`src/design/isometric_grid_segment_generator_assert.svh`:
```
// Assertion macros used by the grid generator module.
`ifndef ISOMETRIC_GRID_SEGMENT_GENERATOR_ASSERT_SVH
`define ISOMETRIC_GRID_SEGMENT_GENERATOR_ASSERT_SVH
`ifndef NO_ASSERTIONS
`define IGSG_ASSERT(lbl, clk, rst_n, prop) \
  lbl: assert property (@(posedge clk) disable iff (!rst_n) prop) \
    else $error("igsg assertion failed");
`define IGSG_ASSERT_NEXT(lbl, clk, rst_n, ante, cons) \
  lbl: assert property (@(posedge clk) disable iff (!rst_n) (ante) |=> (cons)) \
    else $error("igsg assertion failed");
`else
`define IGSG_ASSERT(lbl, clk, rst_n, prop)
`define IGSG_ASSERT_NEXT(lbl, clk, rst_n, ante, cons)
`endif
`endif

```
`src/design/igsg_div_cell.sv`:
```
// One restoring division step: subtracts the divisor shifted by SH when it fits.
module igsg_div_cell #(
  parameter int RW = 36,
  parameter int DW = 32,
  parameter int SH = 0
) (
  input  logic          clk_i,
  input  logic [RW-1:0] rem_i,
  input  logic [DW-1:0] div_i,
  output logic [RW-1:0] rem_o,
  output logic          q_o
);

  localparam int EW = ((RW > DW + SH) ? RW : DW + SH) + 1;

  logic [EW-1:0] rem_e, dsh_e;
  logic          fit;
  logic [RW-1:0] rem_d, rem_q;
  logic          q_d, q_q;

  // Compare against the shifted divisor and keep the remainder.
  always_comb begin
    rem_e = EW'(rem_i);
    dsh_e = EW'(div_i) << SH;
    fit   = rem_e >= dsh_e;
    q_d   = fit;
    rem_d = fit ? RW'(rem_e - dsh_e) : rem_i;
  end

  always_ff @(posedge clk_i) begin
    rem_q <= rem_d;
    q_q   <= q_d;
  end

  assign rem_o = rem_q;
  assign q_o   = q_q;

endmodule

```
`config.mk`:
```
export PLATFORM = sky130hd
export DESIGN_NAME = igsg_div_cell
export DESIGN_NICKNAME = d
export VERILOG_FILES = /design/src/design/isometric_grid_segment_generator_assert.svh /design/src/design/igsg_div_cell.sv
export SDC_FILE = /design/constraint.sdc
export NUM_CORES = 1
export LEC_CHECK = 0
export ABC_AREA = 1
export ABC_CLOCK_PERIOD_IN_PS = 2770
export BUFFER_PORTS_ARGS = -buffer_cell sky130_fd_sc_hd__buf_2
export CORE_MARGIN = 10
export CORE_UTILIZATION = 45
export CTS_CLUSTER_DIAMETER = 30
export CTS_CLUSTER_SIZE = 14
export DETAILED_ROUTE_END_ITERATION = 16
export GPL_ROUTABILITY_DRIVEN = 1
export HOLD_SLACK_MARGIN = 0.08
export PLACE_DENSITY = 0.69
export SLEW_MARGIN = 20
export SYNTH_ARGS = -nofsm -noshare
export SYNTH_HDL_FRONTEND = slang
export SYNTH_SLANG_ARGS = --single-unit
export TNS_END_PERCENT = 50
```
`constraint.sdc`:
```
create_clock -name clk_i -period 2.77 [get_ports clk_i]
set_input_delay 0.277 -clock clk_i [delete_from_list [all_inputs] [get_ports clk_i]]
set_output_delay 0.277 -clock clk_i [all_outputs]
set_load 0.02 [all_outputs]
```
## Word level (Yosys, flattened, before mapping)

Cells that the tools add are included.

- Muxes and demuxes: 1
- Magnitude comparators: 1
- Add/subtract/negate cells: 1

Operators by type and width:

| cell | number |
|---|---|
| 36-bit by 32-bit >= comparator with 1-bit output | 1 |
| 36-bit 2-to-1 mux | 1 |
| 36-bit by 32-bit subtractor with 36-bit output | 1 |

- Logic and storage cells: 5
- Register bits after elaboration: 37

## Depth between registers and ports, before layout

- Depth in word-level cells: 2
- Mapped depth: 16
- Mapped depth without buffers: 16

## Worst setup path before layout

Ideal clock, no wire load.

- Path type: input to register
- Start: in rem_i[0]
- End: reg rem_q[32] (netlist: rem_o[32])
- Required time: 2661 ps
- Path slack: 859 ps
- Stages on the path: 15
- Data arrival time: 1803 ps
- Cell sequence: inv_1 -> ha_1 -> fa_1 -> inv_1 -> nand3_1 -> nand3_1 -> nand2_1 -> nand3_1 -> nand2_1 -> nand2_1 -> nand2_1 -> nand3_1 -> nand2_1 -> nand2_1 -> inv_1

- Cells in the longest elaborated chain, start to end: 2
- Elaborated cells on any way between the ends: 3
- Classes of those cells: add/sub: 1; order compare: 1; mux: 1

RTL lines:

| element | line | source |
|---|---|---|
| start, declared | igsg_div_cell.sv:8 | `input logic [RW-1:0] rem_i,` |
| 36-bit by 32-bit subtractor with 36-bit output / 36-bit by 32-bit >= comparator with 1-bit output (equally long branches) | igsg_div_cell.sv:27, igsg_div_cell.sv:25 |  |
| 36-bit 2-to-1 mux (*) | igsg_div_cell.sv:27 | `rem_d = fit ? RW'(rem_e - dsh_e) : rem_i;` |
| net rem_d[32] | igsg_div_cell.sv:18 | `logic [RW-1:0] rem_d, rem_q;` |
| end signal, assigned | igsg_div_cell.sv:31 | `rem_q <= rem_d;` |
| end, declared | igsg_div_cell.sv:18 |  |

Mark *: on every way through the listed nets, which the timed path passes. The rest lies on a longest branch.

## Worst setup path in the final report

Ends and elaborated chain as after synthesis.

==> reports/qor.yml <==
run_status: "finished clean"
fp.dieH_um: 118
via_per_inst: 4.48
relSlewSlack_pct: 75.5
grt_first_pass_wirelength_um: 20800
globalplace.congestion: 0.956
count_of_flip_flops_with_a_built_in_enable_after_synthesis: 0
routed_antenna_nets: 0
port_buffers: 105
final-setup-viol-count: 0
grt_max_degree: 19
crit_path_cell_trace: "buf_2, inv_1, ha_1, fa_1, inv_1, nand3_1, nand3_1, nand2_1, nand3_1, nand2_1, nand2_1, nand2_1, nand3_1, nand2_1, nand2_1, inv_1"
vias: 4565
cp_slowest_cell: "sky130_fd_sc_hd__fa_1"
post_dp_cell_area_um2: 4960
fp.dieW_um: 118
fin_crit_ns: 2.03
timing_max_transition_violations_final: 0
cts_hold_buffers: 0
cp_data_required_time_ns: 2.97
type_of_the_most_critical_hold_path: "input pin to flop"
synthDominantAreaCellType: "sky130_fd_sc_hd__nand2_1"
post_route_cells_drive_above_1_share_pct: 18.9
ir_worst_vdd_mv: 0.192
crit_path_frequent_cell: "sky130_fd_sc_hd__nand2_1"
critical_path_buf_inv_count: 4
synthTopCellsByCount: "sky130_fd_sc_hd__nand2_1 (348), sky130_fd_sc_hd__inv_1 (165), sky130_fd_sc_hd__nor2_1 (43), sky130_fd_sc_hd__nand3_1 (38), sky130_fd_sc_hd__dfxtp_1 (37)"
synthesis.yosys.warnings: 0
vias_in_the_first_global_route: 4406
post_cts.repair.setup_buffers: 0
tritoncts: "yes"
post-synth-top-count-cell: "sky130_fd_sc_hd__nand2_1"
timing.final.hold_violations: 0
postSynthCellCount: 784
rsz_0062_raised_after_global_routing: "no"
route.detailed.drc: 0
preCtsSetupSlack_ns: 0.445
die_area_um2: 13900
floorplan.core_area_um2: 9280
first_iter_violations: 239
post-route-period-util_pct: 73.2
track_usage_pct: 17.6
clk_path_buf_depth: 2
critPathCaptureType: "flop"
fin_setup_tns_ns: 0
diodes: 0
first_pass_iters: 5
floorplan.initialDensity_pct: 46.4
worst_hold_startpoint: "rem_i[21]"
max-cap-violations: 0
whs_endpoint: "rem_o[21]$_DFF_P_"
clock_tree.root_cell: "sky130_fd_sc_hd__clkbuf_8"
async_sr_flop_fraction_pct: 0
post_synth.cell_area_avg_um2: 5.50
worst-setup-path-type: "input pin to flop"
post-synth-top-area-fraction_pct: 30.3
timing.critical_path.max_delay_family: "simple AND/OR/NAND/NOR gates"
leakagePower_nw: 3.24
mappedNetlistArea_um2: 4310
clock_pin_slew_worst_setup_and_hold_paths_ns: 0.08
hold-path-cell-count: 3
netlist_top_cells_area: "sky130_fd_sc_hd__nand2_1 (30%), sky130_fd_sc_hd__dfxtp_1 (17%), sky130_fd_sc_hd__inv_1 (14%)"
arrival_worst_endpoint_ns: 2.23
clock-sinks: 37
max_freq_mhz: 493
ys_types: 30
ctsResizeCount: 0
report.power.total_w: 0.00207
timing_worst_slew_pin_value_ns: 0.367
crit_path_max_fanout: 4
ios: 106
final.setup.worst_slack_ns: 0.743
power_density_nw_per_um2: 411
kind_of_launch_point_of_the_worst_setup_path: "input pin"
synth-main-ff-cell: "sky130_fd_sc_hd__dfxtp_1"
final_net_count: 993
synthesis.nets: 886
grt_remaining_overflow: 0
synth_sequential_area_ratio_pct: 17.2
synth_seq_cells: 37
antenna_violations_before_repair: 0
area_delta_synth_final_pct: 17.2
finalInstanceArea_um2: 5050
maximum_level_of_the_cts_h_tree: 2
avgRoutedWirePerCell_um: 12.2
inserted_clock_buffers: 5
detailedPlacementHpwl_um: 10600
totalWireLength_um: 12400
worst_path_largest_cell_delay_ns: 0.41
core.rowCount: 35
cell usage in the layout (no fill, tap or decap), types with 2 or more instances in the layout:
cell                         n
sky130_fd_sc_hd__nor3_4      2
sky130_fd_sc_hd__nor3_1      7
sky130_fd_sc_hd__nand3_1    38
sky130_fd_sc_hd__a21oi_2     7
sky130_fd_sc_hd__nand2_1   348
sky130_fd_sc_hd__dfxtp_1    37
sky130_fd_sc_hd__o21bai_1    2
sky130_fd_sc_hd__buf_2     105
sky130_fd_sc_hd__ha_1       32
sky130_fd_sc_hd__buf_12      2
sky130_fd_sc_hd__nor2_1     43
sky130_fd_sc_hd__inv_2      15
sky130_fd_sc_hd__nand4_4     2
sky130_fd_sc_hd__xor2_1     18
sky130_fd_sc_hd__nand4_1     7
sky130_fd_sc_hd__a21oi_1    18
sky130_fd_sc_hd__clkbuf_8    6
sky130_fd_sc_hd__nor2_4      3
sky130_fd_sc_hd__inv_1     165
sky130_fd_sc_hd__nor2_2      3
sky130_fd_sc_hd__nand2_2    18
sky130_fd_sc_hd__o21ai_0     3
report_power, final:
| group | internal [W] | switching (W) |
|---|---|---|
| Clock | 0.000198 | 0.000211 |
| Combinational | 0.000349 | 0.000655 |
| Sequential | 0.000640 | 0.0000222 |
sequential cells by signal (all words and copies together), names as in the netlist:
| signal | cells |
|---|---|
| rem_o | 36 |
| q_o | 1 |
metrics by stage:
step	instances	utilization [%]	hold slack [ns]
finish	1020	54.4	0.179
global route	1020	54.4	0.183
CTS	1020	54.4	0.173
detailed placement	1013	53.5	0.489
global placement	1013	53.5	0.484
floorplan	784	-	0.374
layout make-up:
cell class | instances | area, um2
Clock buffer | 7 | 86.3
Fill cell | 1070 | 4230
Inverter | 180 | 676
Multi-Input combinational cell | 560 | 2820
Sequential cell | 37 | 741
Tap cell | 129 | 161
Timing Repair Buffer | 107 | 566
cell families (layout without fill, tap and decap cells):
logic type,Yosys count,after routing,synth area share [%]
adders and majority gates,33,33,9.76
xor gates and xnor gates,19,19,3.86
DFF,37,37,17.2
buffers and inverters,187,294,17.4
and+or+nand+nor,477,477,47.5
AOI/OAI and AO/OA,31,31,4.33
worst max path at each step:
stage          slack, ns                end      from  depth (start not counted)
2_1_floorplan       0.86  rem_o[32]$_DFF_P_  rem_i[0]                         15
3_3_place_gp        0.47  rem_o[32]$_DFF_P_  rem_i[0]                         16
3_5_place_dp        0.44  rem_o[32]$_DFF_P_  rem_i[0]                         16
4_1_cts             0.76  rem_o[32]$_DFF_P_  rem_i[0]                         16
5_1_grt             0.53  rem_o[32]$_DFF_P_  rem_i[0]                         16
6_report            0.74  rem_o[32]$_DFF_P_  rem_i[0]                         16
metal layers:
| layer | part of all wire (%) | vias up | global-route usage, % | wire length [um] |
|---|---|---|---|---|
| met5 | 0 | - | 0 | 0 |
| met4 | 0.91 | 0 | 3.63 | 113 |
| met3 | 5.9 | 8 | 3.50 | 734 |
| met2 | 42 | 134 | 27.3 | 5260 |
| met1 | 51 | 1895 | 24.4 | 6290 |
| li1 | - | 2528 | - | - |
Note: power is estimated with default switching activity, not from simulation.
