### config.mk
export PLATFORM = sky130hd
export DESIGN_NAME = igsg_decode
export DESIGN_NICKNAME = d
export VERILOG_FILES = /design/src/design/isometric_grid_segment_generator_assert.svh /design/src/design/igsg_pkg.sv /design/src/design/igsg_decode.sv
export SDC_FILE = /design/constraint.sdc
export NUM_CORES = 1
export LEC_CHECK = 0
export ABC_CLOCK_PERIOD_IN_PS = 7200
export BUFFER_PORTS_ARGS = -buffer_cell sky130_fd_sc_hd__buf_2
export CAP_MARGIN = 40
export CORE_ASPECT_RATIO = 1.4
export CORE_UTILIZATION = 54
export DETAILED_ROUTE_END_ITERATION = 8
export PLACE_DENSITY = 0.89
export SLEW_MARGIN = 20
export SYNTH_ARGS = -nofsm -noshare
export SYNTH_HDL_FRONTEND = slang
export SYNTH_SLANG_ARGS = --single-unit
### constraint.sdc
create_clock -name vclk -period 7.2
set_input_delay 1.44 -clock vclk [all_inputs]
set_output_delay 1.44 -clock vclk [all_outputs]
set_load 0.02 [all_outputs]
### src/design/isometric_grid_segment_generator_assert.svh
// Assertion macros used by the grid generator module.
`ifndef ISOMETRIC_GRID_SEGMENT_GENERATOR_ASSERT_SVH
`define ISOMETRIC_GRID_SEGMENT_GENERATOR_ASSERT_SVH
`ifndef NO_ASSERTIONS
`define IGSG_ASSERT(lbl, clk, rst_n, prop) \
  lbl: assert property (@(posedge clk) disable iff (!rst_n) prop) \
    else $error("igsg assertion failed");
`define IGSG_ASSERT_NEXT(lbl, clk, rst_n, ante, cons) \
  lbl: assert property (@(posedge clk) disable iff (!rst_n) (ante) |=> (cons)) \
    else $error("igsg assertion failed");
`else
`define IGSG_ASSERT(lbl, clk, rst_n, prop)
`define IGSG_ASSERT_NEXT(lbl, clk, rst_n, ante, cons)
`endif
`endif

### src/design/igsg_pkg.sv
package igsg_pkg;

  // Primitive families named by a request.
  typedef enum logic [2:0] {
    KIND_DOT   = 3'd0,
    KIND_HEDGE = 3'd1,
    KIND_VLINE = 3'd2,
    KIND_LDIAG = 3'd3,
    KIND_RDIAG = 3'd4
  } kind_e;

  // Register indexes on the configuration port.
  typedef enum logic [1:0] {
    REG_PAGE_WIDTH  = 2'd0,
    REG_PAGE_HEIGHT = 2'd1,
    REG_RASTER      = 2'd2
  } reg_e;

  // sqrt(3)/2 in Q16.
  localparam logic [15:0] SQRT3_HALF_Q16 = 16'd56756;

  localparam int unsigned RASTER_BITS = 16;
  localparam int unsigned DIV_BITS    = 32;

  localparam logic [15:0] RESET_RASTER = 16'd3628;

endpackage

### src/design/igsg_decode.sv
// Turns a request into grid index endpoints and an existence flag.
module igsg_decode #(
  parameter int QB         = 21,
  parameter int INDEX_BITS = 12
) (
  input  logic [2:0]            kind_i,
  input  logic [INDEX_BITS-1:0] major_i,
  input  logic [INDEX_BITS-1:0] minor_i,
  input  logic [QB-1:0]         cols_i,
  input  logic [QB-1:0]         rows_i,
  output logic [QB:0]           x1_o,
  output logic [QB:0]           y1_o,
  output logic [QB:0]           x2_o,
  output logic [QB:0]           y2_o,
  output logic                  ok_o
);

  localparam int XW = QB + 1;

  logic [XW-1:0] c, r, d, hd, vd, diags, rowm, one, hc, vc, dh2, dv2, d2;
  logic          even, below_h, below_v;

  always_comb begin
    c       = XW'(cols_i);
    r       = XW'(rows_i);
    d       = XW'(major_i);
    one     = XW'(1);
    hc      = XW'(cols_i[0]);
    vc      = XW'(rows_i[0]);
    hd      = c >> 1;
    vd      = r >> 1;
    diags   = hd + vd;
    rowm    = XW'(minor_i) << 1;
    even    = ~major_i[0];
    below_h = d < hd;
    below_v = d < vd;
    d2      = d << 1;
    dh2     = (d - hd) << 1;
    dv2     = (d - vd) << 1;
    x1_o    = '0;
    y1_o    = '0;
    x2_o    = '0;
    y2_o    = '0;
    ok_o    = 1'b0;
    case (kind_i)
      igsg_pkg::KIND_DOT: begin
        ok_o = (d <= c) && (even ? (rowm + XW'(2) <= r) : (rowm <= r));
        x1_o = d;
        y1_o = rowm + XW'(even);
        x2_o = d;
        y2_o = rowm + XW'(even);
      end
      igsg_pkg::KIND_HEDGE: begin
        ok_o = d <= one;
        y1_o = major_i[0] ? r : '0;
        x2_o = c;
        y2_o = major_i[0] ? r : '0;
      end
      igsg_pkg::KIND_VLINE: begin
        ok_o = d <= c;
        x1_o = d;
        x2_o = d;
        y2_o = r;
      end
      igsg_pkg::KIND_LDIAG: begin
        ok_o = d < diags + (hc & vc);
        x1_o = below_h ? one + d2 : c;
        y1_o = below_h ? '0 : one + dh2 - hc;
        y2_o = below_v ? one + d2 : r;
        x2_o = below_v ? '0 : one + dv2 - vc;
      end
      igsg_pkg::KIND_RDIAG: begin
        ok_o = d < diags;
        x1_o = below_h ? c - (one + d2) - hc : '0;
        y1_o = below_h ? '0 : one + dh2;
        y2_o = below_v ? one + d2 + hc : r;
        x2_o = below_v ? c : c - (one + dv2) + vc - hc;
      end
      default: begin
        ok_o = 1'b0;
      end
    endcase
  end

endmodule

* Word-level counts from Yosys, hierarchy flattened *
Cells that the tools add are included.

storage, ports and cells
  flip-flop bits (word level) = 0
  input bits = 69
  output and inout bits = 89
  logic and storage cells = 49

cells by class
  add/sub/neg operators = 17
  order comparisons = 8
  equality and inequality tests = 4
  muxes and demuxes = 15
  bitwise logic cells = 2
  reduce and logical (&&, ||, !) cells = 3

operator list
  kind                   count
  $pmux 22 s4            2
  $mux 22                7
  $pmux 22 s5            1
  $sub 22x1->22          4
  $pmux 22 s3            1
  $add 1x22->22 const A  2
  $sub 21x22->22         2
  $mux 21                2
  $sub 12x20->21         2
  $lt 12x20->1           2
  $add 21x1->22          1
  $add 22x1->22          1
  $lt 12x22->1           1
  $add 20x20->21         1
  $le 12x21->1           1
  $le 13x21->1           1
  $le 14x21->1           1
  $lt 12x21->1           1
  $add 14x1->15          1
  $add 1x13->14 const A  1
  $add 13x1->14          1
  $add 13x2->14 const B  1
  $le 12x1->1 const B    1
  $eq 3x2->1 const B     2
  other kinds (9)        9

* Depth between registers and ports, before layout *
  depth after elaboration = 7
  mapped depth = 25
  mapped depth without buffers = 24

* Worst setup path before layout *
OpenSTA, ideal clock, no wires.

  path type = input port to output port
  from = input port major_i[0]
  to = output port x2_o[21]
  arrival = 6.520 ns
  data required time = 5.760 ns
  path slack = -0.760 ns
  cell stages on the path = 24
  buffers on the path = 1
  path through = clkbuf_1 clkinv_1 ha_1 inv_1 fa_1 a21oi_1 o21bai_1 a21oi_1 o21ai_0 a41o_1 o41ai_1 xnor2_1 ha_1 inv_1 ha_1 ha_1 nand2_1 nor2_1 a221oi_1 a2111oi_0 nand2b_1 a31oi_1 xnor2_1 o21ai_0

on the way
  longest elaborated chain between the ends = 7
  elaborated cells on any way between the ends = 10
  those cells by class = add/sub (6); order compare (1); mux (3)

RTL lines
  what             RTL line                              source
  from (decl)      igsg_decode.sv:7                      input logic [INDEX_BITS-1:0] major_i,
  $sub 12x20->21   igsg_decode.sv:39                     dv2 = (d - vd) << 1;
  $add 1x22->22    igsg_decode.sv:70, igsg_decode.sv:77
  $sub 21x22->22   igsg_decode.sv:77                     x2_o = below_v ? c : c - (one + dv2) + vc - hc;
  $add 22x1->22    igsg_decode.sv:77
  $sub 22x1->22    igsg_decode.sv:77
  $mux 22          igsg_decode.sv:77
  $pmux 22 s4 (*)  igsg_decode.sv:45                     case (kind_i)
  to (decl)        igsg_decode.sv:13                     output logic [QB:0] x2_o,

Mark *: on every way between the ends. The rest lies on a longest branch, timed or not.

* Worst setup path after layout *
Ends and elaborated chain as after synthesis.

==> results.py <==
metrics = {
    "status": {
        "status": "finished with violations",
        "violations": "setup timing",
    },
    "place": {
        "port_buffers": 157,
        "place_congestion": 1.03,
        "place_ws_ns": -0.254,
        "dp.cells": 1582,
        "place_hpwl_um": 25800,
    },
    "timing": {
        "setup_violations": 4,
        "worst_slack_ns": -0.155,
        "period_share": 1.02,
        "max_freq_mhz": 136,
        "hold_violations": 0,
        "min_period_ns": 7.35,
        "drv_slew": 0,
        "worst_pin_slew_ns": 0.983,
        "whs_ns": 3.29,
        "rsz0062_at_grt": "yes",
        "max_slew_margin": 0.340,
    },
    "grt": {
        "grt_pass1_wl_um": 49400,
        "grt_pass1_vias": 9812,
        "grt_max_degree": 29,
        "grt_use_total": 0.395,
        "overflow": 0,
        "antenna_found_initial": 0,
    },
    "detailed_routing": {
        "ant_nets": 0,
        "drc": 0,
        "vias": 10400,
        "drt-total-wl_um": 32400,
        "drt_iter0_drc": 1165,
        "via_per_inst": 6.45,
        "drtPass1Iterations": 8,
        "wl_per_cell_um": 20.2,
    },
    "worst_setup_path": {
        "end_kind": "output pin",
        "crit_path_start": "major_i[0]",
        "slowest_delay_ns": 0.39,
        "critPathTopFamily": "compound AO/OA/AOI/OAI gates",
        "arrival_ns": 5.91,
        "path_common_cell": "ha_4",
        "crit_path_start_kind": "primary input",
        "crit_type": "in2out",
        "cp_num_buf_inv": 6,
        "required_ns": 5.76,
        "path_max_fanout": 5,
        "crit_slowest_cell": "fa_2",
    },
    "floorplanning": {
        "rows": 53,
        "die_x_um": 106,
        "die_area_um2": 15700,
        "pin_count": 158,
        "core_area_um2": 14900,
        "die_h_um": 148,
        "initial_core_util": 0.550,
    },
    "final_layout": {
        "seq_area_um2": 0,
        "syn_to_final_growth_pct": 24.2,
        "fin_cells": 1605,
        "nFlopsAndLatches": 0,
        "drive_gt1_frac": 0.226,
        "fill_cells": 1296,
        "nets": 1676,
        "nClkBuffers": 0,
        "multi_input_area_um2": 7930,
        "diodes": 0,
    },
    "clock_tree": {
        "cts_hold_buf": 0,
    },
    "logic_synthesis": {
        "avgSynthCellArea_um2": 6.84,
        "syn_nets": 1461,
        "synth_cell_types": 81,
        "synth_area_um2": 8210,
        "synth-seq-area-share": 0,
        "ys_warn_count": 0,
        "synthCells": 1200,
    },
    "run": {
        "max_cap_viol_count": 0,
    },
    "power_and_ir_drop": {
        "ir_worst_vdd_v": 0.000127,
        "p_per_area_nw_per_um2": 141,
        "fin_total_pwr_uw": 1440,
        "p_leak_uw": 0.00496,
    },
    "hold_path": {
        "min_from": "cols_i[20]",
        "hold_class": "in2out",
    },
}
==> synth_stat cells (3+ instances only) <==
master,instances,area share
a222oi_1,10,0.012
nand3_1,37,0.023
a21boi_0,3,0.0027
xnor2_1,70,0.075
nor2_1,96,0.044
ha_1,188,0.29
nor2b_1,15,0.011
xor2_1,20,0.021
mux2i_1,16,0.020
a21o_1,17,0.016
a211oi_1,12,0.011
a221o_1,6,0.0073
inv_1,129,0.059
and2_1,14,0.011
a21oi_1,84,0.051
o31ai_1,7,0.0064
o211ai_1,26,0.024
nand2b_1,16,0.012
o22ai_1,4,0.0030
a31oi_1,10,0.0076
nor3_1,41,0.025
or3_1,9,0.0069
o21ai_0,82,0.050
and3_1,10,0.0076
clkbuf_1,30,0.014
nand4_1,10,0.0076
nand2_1,104,0.048
a22oi_1,18,0.016
a2111oi_0,4,0.0043
o21bai_1,13,0.012
o21a_1,13,0.012
or4_1,3,0.0027
a221oi_1,5,0.0053
fa_1,4,0.0098
nor4_1,17,0.013
==> tightest hold or removal path, cell delays in order <==
cell	delay, ns
buf_2	0.17
nor4_1	0.08
buf_2	0.16
==> cell families (layout without fill, tap and decap cells) <==
group                      after synthesis  after routing  synth area share
xor gates and xnor gates                90             90            0.0960
buffers and inverters                  166            379            0.0783
other                                    1              1          0.000457
muxes                                   17             17            0.0209
adders and majority gates              192            192             0.296
and+or+nand+nor                        392            392             0.234
AOI/OAI and AO/OA                      342            342             0.275
==> metal layers <==
| metal | wire length, um | vias to the layer above | global-route usage |
|---|---|---|---|
| met5 | 0 | - | 0 |
| met4 | 3660 | 0 | 0.372 |
| met3 | 3030 | 240 | 0.0595 |
| met2 | 14400 | 689 | 0.669 |
| met1 | 11300 | 4635 | 0.414 |
| li1 | - | 4796 | - |
==> area by class of cell <==
cell class                 instances  area share
inverter                         130      0.0484
timing repair buffer             249       0.150
multi-input combinational       1034       0.778
tap                              192      0.0236
==> worst paths after layout <==
check | endpoint | cells after the start
min | x1_o[21] | 3
max | x2_o[21] | 25
==> layout by cell type (no fill, tap or decap), types with 67 or more instances in the layout <==
cell	count
o21ai_0	72
xnor2_1	67
nand2_1	103
buf_4	89
buf_2	151
nor2_1	93
a21oi_1	75
ha_1	179
inv_1	125
==> per-stage QoR <==
stage	util	instance area [um2]	setup TNS [ns]
after floorplan	-	8280	0
after global placement	0.647	9660	-0.564
after detailed placement	0.650	9690	-1.12
after CTS	0.665	9920	0
after global routing	0.683	10200	-1.06
final	0.683	10200	-0.371
==> timing repair <==
item                                    in CTS  in global routing
endpoints found under the setup margin       7                 13
gates cloned                                 0                  0
pin swaps                                    9                 28
gates resized for setup                     22                 46
buffers inserted                            17                 10
==> report_power, final <==
part / total, uW / switching [uW] / internal [uW]
Clock: 0 / 0 / 0
Combinational: 1440 / 793 / 644
Sequential: 0 / 0 / 0
Note: power is estimated with default switching activity, not from simulation.
